[src/rtl/ir_remote_pulse_decoder_assert.svh]
// ----------------------------------------------------------------------------
// IR remote pulse decoder assertion macros
// Shared concurrent assertion forms used by the decoder RTL.
// ----------------------------------------------------------------------------
`ifndef IR_REMOTE_PULSE_DECODER_ASSERT_SVH
`define IR_REMOTE_PULSE_DECODER_ASSERT_SVH

// Same-cycle implication, checked outside reset.
`define IRPD_ASSERT_SAME(label, clk, rst_n, ante, cons) \
    label: assert property (@(posedge clk) disable iff (!rst_n) (ante) |-> (cons)) \
        else $error("irpd same-cycle check failed");

// Next-cycle implication, checked outside reset.
`define IRPD_ASSERT_NEXT(label, clk, rst_n, ante, cons) \
    label: assert property (@(posedge clk) disable iff (!rst_n) (ante) |=> (cons)) \
        else $error("irpd next-cycle check failed");

`endif

[src/rtl/irpd_pkg.sv]
`timescale 1ns / 1ps
// ----------------------------------------------------------------------------
// IR remote pulse decoder package
// Beat types, configuration layout and phase codes shared by the decoder.
// ----------------------------------------------------------------------------
package irpd_pkg;

    // Input beat: an edge with its interval, or a timer overflow.
    typedef struct packed {
        logic       action;
        logic [7:0] pulse_ticks;
    } in_beat_t;

    // Output beat: one completed frame.
    typedef struct packed {
        logic [7:0] address_byte;
        logic [7:0] command_byte;
    } out_beat_t;

    // Input action codes.
    localparam logic ACT_EDGE    = 1'b0;
    localparam logic ACT_TIMEOUT = 1'b1;

    // Configuration register indexes.
    typedef enum logic [2:0] {
        CFG_START_MIN     = 3'd0,
        CFG_START_MAX     = 3'd1,
        CFG_BIT_MIN       = 3'd2,
        CFG_BIT_MAX       = 3'd3,
        CFG_ONE_THRESHOLD = 3'd4
    } cfg_index_t;

    // Reset values of the configuration registers.
    localparam logic [7:0] START_MIN_RST     = 8'd100;
    localparam logic [7:0] START_MAX_RST     = 8'd140;
    localparam logic [7:0] BIT_MIN_RST       = 8'd10;
    localparam logic [7:0] BIT_MAX_RST       = 8'd30;
    localparam logic [7:0] ONE_THRESHOLD_RST = 8'd20;

    // Current configuration as seen by the decode logic.
    typedef struct packed {
        logic [7:0] start_min;
        logic [7:0] start_max;
        logic [7:0] bit_min;
        logic [7:0] bit_max;
        logic [7:0] one_threshold;
    } cfg_t;

    // Decoder phases.
    typedef enum logic [1:0] {
        PH_IDLE    = 2'd0,
        PH_START   = 2'd1,
        PH_RECEIVE = 2'd2
    } phase_t;

endpackage

[src/rtl/irpd_cfg_regs.sv]
`timescale 1ns / 1ps
// ----------------------------------------------------------------------------
// IR remote pulse decoder configuration registers
// Holds the timing windows and the one threshold, written by index.
// ----------------------------------------------------------------------------
module irpd_cfg_regs
    import irpd_pkg::*;
(
    input  logic       clk,
    input  logic       rst_n,
    input  logic       cfg_wr_en,
    input  logic [2:0] cfg_index,
    input  logic [7:0] cfg_data,
    output cfg_t       cfg
);

    cfg_t cfg_reg;
    cfg_t cfg_next;

    // Decode the write index; unknown indexes leave everything unchanged.
    always_comb
    begin
        cfg_next = cfg_reg;
        if (cfg_wr_en)
        begin
            case (cfg_index)
                CFG_START_MIN:     cfg_next.start_min     = cfg_data;
                CFG_START_MAX:     cfg_next.start_max     = cfg_data;
                CFG_BIT_MIN:       cfg_next.bit_min       = cfg_data;
                CFG_BIT_MAX:       cfg_next.bit_max       = cfg_data;
                CFG_ONE_THRESHOLD: cfg_next.one_threshold = cfg_data;
                default:           cfg_next = cfg_reg;
            endcase
        end
    end

    // Register bank with documented reset values.
    always_ff @(posedge clk or negedge rst_n)
    begin
        if (!rst_n)
        begin
            cfg_reg.start_min     <= START_MIN_RST;
            cfg_reg.start_max     <= START_MAX_RST;
            cfg_reg.bit_min       <= BIT_MIN_RST;
            cfg_reg.bit_max       <= BIT_MAX_RST;
            cfg_reg.one_threshold <= ONE_THRESHOLD_RST;
        end
        else
        begin
            cfg_reg <= cfg_next;
        end
    end

    assign cfg = cfg_reg;

endmodule

[src/rtl/irpd_frame_core.sv]
`timescale 1ns / 1ps
// ----------------------------------------------------------------------------
// IR remote pulse decoder frame core
// Phase machine, bit and byte counters and the frame byte store. Each
// accepted beat updates the registered state and may flag a finished frame.
// ----------------------------------------------------------------------------
`include "ir_remote_pulse_decoder_assert.svh"

module irpd_frame_core
    import irpd_pkg::*;
#(
    parameter int FRAME_BYTES = 4
)
(
    input  logic      clk,
    input  logic      rst_n,
    input  logic      beat_valid,
    input  in_beat_t  beat,
    input  cfg_t      cfg,
    output logic      frame_done,
    output out_beat_t frame
);

    localparam int IDX_W = $clog2(FRAME_BYTES);
    localparam logic [IDX_W-1:0] LAST_IDX = IDX_W'(FRAME_BYTES - 1);
    localparam logic [2:0] LAST_BIT = 3'd7;

    phase_t           phase_reg;
    phase_t           phase_next;
    logic [2:0]       bit_count_reg;
    logic [2:0]       bit_count_next;
    logic [IDX_W-1:0] byte_index_reg;
    logic [IDX_W-1:0] byte_index_next;
    logic [7:0]       frame_reg  [FRAME_BYTES];
    logic [7:0]       frame_next [FRAME_BYTES];

    logic       start_ok;
    logic       bit_ok;
    logic [7:0] shifted_byte;

    // Window checks; an empty window (min above max) accepts nothing.
    assign start_ok = (beat.pulse_ticks >= cfg.start_min) &&
                      (beat.pulse_ticks <= cfg.start_max);
    assign bit_ok   = (beat.pulse_ticks >= cfg.bit_min) &&
                      (beat.pulse_ticks <= cfg.bit_max);

    // New value of the current byte: bits arrive LSB first from the top.
    assign shifted_byte = {(beat.pulse_ticks > cfg.one_threshold),
                           frame_reg[byte_index_reg][7:1]};

    // Next state and the finished-frame strobe.
    always_comb
    begin
        phase_next      = phase_reg;
        bit_count_next  = bit_count_reg;
        byte_index_next = byte_index_reg;
        frame_done      = 1'b0;
        for (int i = 0; i < FRAME_BYTES; i++)
        begin
            frame_next[i] = frame_reg[i];
        end

        if (beat_valid)
        begin
            if (beat.action == ACT_TIMEOUT)
            begin
                phase_next = PH_IDLE;
            end
            else
            begin
                case (phase_reg)
                    PH_START:
                    begin
                        if (start_ok)
                        begin
                            bit_count_next  = '0;
                            byte_index_next = '0;
                            for (int i = 0; i < FRAME_BYTES; i++)
                            begin
                                frame_next[i] = '0;
                            end
                            phase_next = PH_RECEIVE;
                        end
                        else
                        begin
                            phase_next = PH_IDLE;
                        end
                    end
                    PH_RECEIVE:
                    begin
                        if (!bit_ok)
                        begin
                            phase_next = PH_IDLE;
                        end
                        else
                        begin
                            frame_next[byte_index_reg] = shifted_byte;
                            bit_count_next = bit_count_reg + 3'd1;
                            if (bit_count_reg == LAST_BIT)
                            begin
                                if (byte_index_reg == LAST_IDX)
                                begin
                                    frame_done      = 1'b1;
                                    byte_index_next = '0;
                                    phase_next      = PH_IDLE;
                                end
                                else
                                begin
                                    byte_index_next = byte_index_reg + IDX_W'(1);
                                end
                            end
                        end
                    end
                    // Idle and the unused code both arm the decoder.
                    default:
                    begin
                        phase_next = PH_START;
                    end
                endcase
            end
        end
    end

    // The last byte completes in this beat, so it comes from the shift path.
    assign frame.address_byte = frame_reg[0];
    assign frame.command_byte = shifted_byte;

    // Control state.
    always_ff @(posedge clk or negedge rst_n)
    begin
        if (!rst_n)
        begin
            phase_reg      <= PH_IDLE;
            bit_count_reg  <= '0;
            byte_index_reg <= '0;
        end
        else
        begin
            phase_reg      <= phase_next;
            bit_count_reg  <= bit_count_next;
            byte_index_reg <= byte_index_next;
        end
    end

    // Frame bytes: every byte is shifted eight times before it is read.
    always_ff @(posedge clk)
    begin
        for (int i = 0; i < FRAME_BYTES; i++)
        begin
            frame_reg[i] <= frame_next[i];
        end
    end

    // A frame finishes only on the eighth bit of the last byte.
    `IRPD_ASSERT_SAME(a_done_at_last_bit, clk, rst_n, frame_done,
        (phase_reg == PH_RECEIVE) && (bit_count_reg == LAST_BIT) &&
        (byte_index_reg == LAST_IDX))
    // After a finished frame the decoder is back to idle with counters clear.
    `IRPD_ASSERT_NEXT(a_idle_after_done, clk, rst_n, frame_done,
        (phase_reg == PH_IDLE) && (bit_count_reg == 3'd0) &&
        (byte_index_reg == '0))
    // A timeout always drops the decoder to idle.
    `IRPD_ASSERT_NEXT(a_timeout_idles, clk, rst_n,
        beat_valid && (beat.action == ACT_TIMEOUT), phase_reg == PH_IDLE)
    // The byte index never runs past the last frame byte.
    `IRPD_ASSERT_SAME(a_index_in_range, clk, rst_n, 1'b1, byte_index_reg <= LAST_IDX)

endmodule

[src/rtl/ir_remote_pulse_decoder.sv]
`timescale 1ns / 1ps
// ----------------------------------------------------------------------------
// IR remote pulse decoder
// Decodes pulse-distance IR remote frames from edge intervals and timeouts
// and delivers the address and command bytes of each completed frame.
//
//   channel | direction | handshake            | payload
//   --------+-----------+----------------------+-----------------------------
//   in      | input     | in_valid / in_stall  | action, pulse_ticks
//   out     | output    | out_valid / out_stall| address_byte, command_byte
//   cfg     | input     | cfg_wr_en            | cfg_index, cfg_data
//
// One input beat is taken every cycle while in_stall is low; the decode state
// updates at the edge that accepts the beat, and a finished frame is loaded
// into out at that same edge. The output register is the only buffer: input
// stalls only while it holds a frame and out_stall is high. Reset returns the
// decoder to idle with the default windows and no clearing pass.
// ----------------------------------------------------------------------------
module ir_remote_pulse_decoder
    import irpd_pkg::*;
#(
    parameter int FRAME_BYTES = 4
)
(
    input  logic      clk,
    input  logic      rst_n,
    input  logic      in_valid,
    output logic      in_stall,
    input  in_beat_t  in_data,
    output logic      out_valid,
    input  logic      out_stall,
    output out_beat_t out_data,
    input  logic      cfg_wr_en,
    input  logic [2:0] cfg_index,
    input  logic [7:0] cfg_data
);

    cfg_t      cfg;
    logic      in_accept;
    logic      frame_done;
    out_beat_t frame;

    logic      out_valid_reg;
    logic      out_valid_next;
    out_beat_t out_data_reg;
    out_beat_t out_data_next;

    irpd_cfg_regs u_cfg_regs (
        .clk       (clk),
        .rst_n     (rst_n),
        .cfg_wr_en (cfg_wr_en),
        .cfg_index (cfg_index),
        .cfg_data  (cfg_data),
        .cfg       (cfg)
    );

    // Input is held off only while a frame waits and the sink stalls.
    assign in_stall  = out_valid_reg && out_stall;
    assign in_accept = in_valid && !in_stall;

    irpd_frame_core #(
        .FRAME_BYTES (FRAME_BYTES)
    ) u_frame_core (
        .clk        (clk),
        .rst_n      (rst_n),
        .beat_valid (in_accept),
        .beat       (in_data),
        .cfg        (cfg),
        .frame_done (frame_done),
        .frame      (frame)
    );

    // Output register: load a new frame, or drop the beat once taken.
    always_comb
    begin
        out_valid_next = out_valid_reg;
        out_data_next  = out_data_reg;
        if (frame_done)
        begin
            out_valid_next = 1'b1;
            out_data_next  = frame;
        end
        else if (out_valid_reg && !out_stall)
        begin
            out_valid_next = 1'b0;
        end
    end

    always_ff @(posedge clk or negedge rst_n)
    begin
        if (!rst_n)
        begin
            out_valid_reg <= 1'b0;
        end
        else
        begin
            out_valid_reg <= out_valid_next;
        end
    end

    always_ff @(posedge clk)
    begin
        out_data_reg <= out_data_next;
    end

    assign out_valid = out_valid_reg;
    assign out_data  = out_data_reg;

endmodule

[config.mk]
export PLATFORM = sky130hd
export DESIGN_NAME = ir_remote_pulse_decoder
export DESIGN_NICKNAME = d
export VERILOG_FILES = /design/src/rtl/irpd_pkg.sv /design/src/rtl/irpd_cfg_regs.sv /design/src/rtl/irpd_frame_core.sv /design/src/rtl/ir_remote_pulse_decoder.sv
export VERILOG_INCLUDE_DIRS = /design/src /design/src/rtl
export SDC_FILE = /design/constraint.sdc
export NUM_CORES = 1
export LEC_CHECK = 0
export BUFFER_PORTS_ARGS = -buffer_cell sky130_fd_sc_hd__buf_2
export CAP_MARGIN = 20
export CORE_ASPECT_RATIO = 2
export CORE_UTILIZATION = 50
export DETAILED_ROUTE_END_ITERATION = 8
export GPL_TIMING_DRIVEN = 0
export PLACE_DENSITY = 0.65
export SLEW_MARGIN = 0
export SYNTH_ARGS = -nofsm -noshare
export SYNTH_HDL_FRONTEND = slang
export SYNTH_SLANG_ARGS = --single-unit
[constraint.sdc]
create_clock -name clk -period 4.6 [get_ports clk]
set_input_delay 0.92 -clock clk [delete_from_list [all_inputs] [get_ports clk]]
set_output_delay 0.92 -clock clk [all_outputs]
set_load 0.02 [all_outputs]
; Yosys cells after proc, flatten, opt, wreduce, memory -nomap -nowiden
; Memory sizes are Yosys's and may differ from the RTL's.
; Index checks and enable logic that the tools add are counted.
[word_totals]
register_bits = 64
mem_count = 1
latch_bits = 0
inputBits = 25
ram_bits = 32
wordCells = 85
rom_bits = 0
out_inout_bits = 18
[mem_list]
columns = memory, depth, width, read_ports, rd_ports_with_merged_regs, wr, line_no
row1 = u_frame_core.frame_reg, 4, 8, 5, 0, 4, irpd_frame_core.sv:34  ; logic [7:0] frame_reg [FRAME_BYTES];
[op_classes]
eq_ne = 13
n_bitwise = 2
n_shift = 0
n_mux = 30
mul = 0
n_addsub = 2
n_reduce_logical = 19
n_div = 0
n_lt_le_gt_ge = 7
[ops]
columns = cell, n
row1 = 2-to-1 mux 32 bit, 4
row2 = case mux 32 bit (2 select lines), 1
row3 = bitwise mux 32 bit, 1
row4 = 2-to-1 mux 2 bit, 9
row5 = demux 8 bit (select 2 bit), 1
row6 = >= comparator 8 bit, 2
row7 = <= comparator 8 bit, 2
row8 = AND reduction 2 bit, 5
row9 = greater-than comparator 8 bit, 1
row10 = 2-to-1 mux 1 bit, 8
row11 = 2-to-1 mux 8 bit, 1
row12 = != test 4 bit (second input constant), 2
row13 = case mux 2 bit (2 select lines), 2
row14 = == test 3 x 2 -> 1 bit (second input constant), 2
row15 = == test 3 bit (second input constant), 2
row16 = logical AND 1 bit, 6
row17 = 2-to-1 mux 3 bit, 2
row18 = != test 2 x 1 -> 1 bit (second input constant), 3
row19 = case mux 3 bit (2 select lines), 1
row20 = AND reduction 6 bit, 1
row21 = AND reduction 5 bit, 1
row22 = == test 2 bit (second input constant), 2
row23 = nonzero test 2 bit, 2
row24 = adder 3 x 1 -> 3 bit (second input constant), 1
row25 = 10 further kinds, 11

; Logic depth before layout (Yosys ltp)
[depth]
ltp_word = 10
mapped_depth = 8
mapped_depth_nobuf = 8

; Modules after synthesis
; A second synthesis with hierarchy kept.
[unflattened]
cells_unflattened = 400
area_unflattened_um2 = 5039.8
[by_module_without_submodules]
columns = mod, area_per_inst_um2, instances, cells_each
row1 = irpd_frame_core, 2966.6, 1, 292
row2 = irpd_cfg_regs, 1546.5, 1, 88
row3 = ir_remote_pulse_decoder, 526.8, 1, 20

; Worst setup path after synthesis
; No wires, ideal clock.
[synth_timing]
path_type = input port to flip-flop
start = input in_data[5] (netlist name)
end = memory u_frame_core.frame_reg[0][0] (enable)
slack_ns = 0.674
n_path_buf = 0
t_required_ns = 4.185
stages = 7
arrival_ns = 3.511
path_cell_list = ha_1 > a211oi_2 > o21ai_2 > a2111oi_4 > o21a_2 > o221ai_2 > nor2_1
[synth_lines]
columns = element, line_no
row1 = start: declaration, ir_remote_pulse_decoder.sv:29  ; input in_beat_t in_data,
row2 = end: declaration, irpd_frame_core.sv:34

==> impl_results.md <==
* Vias in the first global route at 3623
* Count of unique library cells instantiated by Yosys at between 50 and 60
* Clock sink count at 93
* Syn avg cell area at 11.5 µm²
* Tot GR Track Use at 23.1%
* Cts bufs inserted at 9
* CP Capture Type: flop
* Dpl hpwl at 8460 µm
* WP data required at 4640 ps
* Dpl cells at between 600 and 700
* WP data arrival at 3470 ps
* Initial antenna violation count at 0
* Clock power share at 32.8%
* Number of max-cap violations at 0
* Post-synth EDFFs at 45
* Adder-Cell Fraction of Synth Area at between 10% and 20%
* H-tree depth at 3
* Startpoint types: primary input
* Final Hold Viols at 0
* Post-CTS Resized at 0
* Sw Ratio at approximately 28%
* Routability Congestion at between 0.8 and 0.9
* Int Power at 0.00161 W
* Syn nets at 513
* Max reg flops at 40
* Max Freq at between 200 and 300 MHz
* Post-CTS Hold Buffers at 0
* Iteration-0 DRC Markers at ~130
* Largest net degree at the start of global routing at 49
* Status: completed
* Crit path max fanout at 19
* Seq pwr share at 46.0%
* Post-Layout Cell Count at about 630
* Drt total wl at 10900 µm
* Rows at 51
* Routed vias/inst at 5.55
* Clock Latency Late Sink at 340 ps
* Clock Path Buffers at 2
* DIE AREA at 0.0105 mm²
* P&R area growth vs syn at 14.1%
* # IOs at 43
* Clock-pin slew on the worst setup and hold paths at 70 ps
* Residual DRC at 0
* Most common cell after layout, fill and taps aside: ha_1
* Setup Skew at 6.73 ps
* XOR/XNOR Fraction of Synth Area at 0%
* Routed vias at between 3k and 4k
* Die Y at 144 µm
* CTS Root Buffer Type: clkbuf_16
* Largest family of logic cells by synthesized area: adder cells
* Post-Synth Simple-Gate Area at 9.99%
* Compound-cell area share of the yosys netlist at 11.4%
* Kind of critical path: in2reg
* Psw at around 0.00063 W
* Leak pwr at around 2.4 nW
* Rel. slew slack at 39.5%
* Unrepaired setup endpoints after global routing: false
* Register area share after synthesis at between 50% and 60%
* Fin crit share at 74.6%
* Hold WC Path Type: in2async
* Post-CTS setup buffers at 0
* Synth Cell Area at 0.00505 mm²
* Most frequent cells in the layout: ha_1, inv_1, edfxtp_1
* Drt pass-1 iters at 4
* Layout cells sized above 1 at ~21%
* Starting Density at 51.7%
* Pwr dens at 389 mW/mm²
* Synth warnings at 0
* Synth Flop Type: edfxtp_1
* Synth Register Bits at 93
* Logic pwr share at 21.2%
* Die width at ~73 µm
* Congestion Overflow GR at 0
* Final Critical Period at 3430 ps
* Final #Nets at between 500 and 600
* Peak supply drop at between 200 and 250 µV
* Mapped Cells at 440
* Core box area at 0.00976 mm²
* Slew @ Worst Pin at 900 ps
* Final ANT Viol Nets at 0
* Setup WS post-layout at 1170 ps
* DR WL/cell at ~17 µm
* IO buf count at 42
* CTS tree: yes
* Pre-CTS WS at 814 ps
* CP max-delay cell: nor2_2
* Ant. Diodes at 0
* Global-route wire length before repair at 17800 µm
* Mux share of post-synthesis cell area at 11.2%
* Slew Viols, Final at 0
* CP max stage delay at roughly 540 ps
* Synth async-reset ratio at 51.6%
* Cell Chain, Critical Path: buf_2 > inv_1 > ha_1 > nand2b_1 > a21oi_1 > o31ai_1 > o211a_2 > o221ai_2 > nor2_2 > buf_8
* Final setup violation count at 0
power by group through the flow:
stage	sequential, W	combinational (W)	clock, W
global route	0.00104	0.000539	0.000791
finish	0.00103	0.000475	0.000736
detailed placement	0.00105	0.000473	0
CTS	0.00103	0.000477	0.000753
global placement	0.00105	0.000444	0
floorplan	0.00104	0.000332	0
cells in the mapped netlist (all sizes together) (2+ instances only):
library cell / count / area share [%]
nand2b: 5 / 0.62
a22o: 2 / 0.35
buf: 4 / 0.32
a21o: 2 / 0.30
o21a: 4 / 0.62
ha: 48 / 12
a21oi: 11 / 1.1
and3: 4 / 0.50
mux4: 7 / 3.1
nor2b: 4 / 0.50
o211a: 2 / 0.40
inv: 47 / 3.5
a221o: 3 / 0.59
nand4: 6 / 0.74
mux2i: 26 / 5.2
a32o: 2 / 0.40
nor3: 2 / 0.20
nand3: 3 / 0.30
a31oi: 2 / 0.37
o2111ai: 3 / 0.52
o21ai: 41 / 4.2
dfrtp: 34 / 17
or3: 2 / 0.25
dfstp: 14 / 7.3
clkbuf: 11 / 0.82
o211ai: 2 / 0.30
mux2: 13 / 2.9
nor2: 31 / 2.3
and2: 2 / 0.25
nand2: 38 / 2.8
edfxtp: 45 / 27
nand3b: 5 / 0.74
area by class of cell:
cell class                      count  area (µm²)
Buffer                             15        57.6
Clock buffer                        9         225
Clock inverter                      7        72.6
Fill cell                         846        4000
Inverter                           47         176
Multi-Input combinational cell    285        2250
Sequential cell                    93        2570
Tap cell                          132         165
Timing Repair Buffer               44         245
logic make-up (layout without fill, tap and decap cells):
logic type      Yosys count  after routing
compound gates           84             84
fa+ha+maj                48             48
buf+inv                  62            122
flops                    93             93
mux                      46             46
simple gates            107            107
per-stage QoR:
step	setup TNS, ps	util, %	cell area, µm²	hold slack (ps)	total power [W]
floorplan	0	-	5050	426	0.00137
global placement	-7910	55.6	5420	453	0.00149
detailed placement	0	55.7	5440	457	0.00152
CTS	0	58.8	5740	479	0.00226
global route	0	59.0	5760	436	0.00237
finish	0	59.0	5760	438	0.00224
per-layer routing:
layer	part of all wire [%]	track usage, %	up-vias
li1	-	-	1693
met1	37	23.7	1719
met2	57	44.1	79
met3	2.6	3.62	17
met4	3.5	10.3	0
met5	0	0	-
worst max-delay path: cells and delay by family:
family | cells | cell delay (ps)
AND/OR/NAND/NOR | 2 | 660
AO/OA/AOI/OAI | 4 | 1090
adder cells (fa/ha/maj) | 1 | 310
buffers and inverters | 3 | 460
final timing paths:
check                                                   from                      endpoint  slack (ps)  depth (start not counted)
worst max-delay path                              in_data[0]  u_frame_core.frame_reg[3][3]        1170                         10
worst min-delay path                                   rst_n             u_cfg_regs.cfg[8]         440                          1
worst max register to register            u_cfg_regs.cfg[19]  u_frame_core.frame_reg[3][3]        1470                          9
worst min register to register  u_frame_core.frame_reg[0][0]                   out_data[8]         470                          0
max in group asynchronous                              rst_n            u_cfg_regs.cfg[31]        3600                          2
min in group clk                u_frame_core.frame_reg[0][0]                   out_data[8]         470                          0
Note: power is estimated with default switching activity, not from simulation.
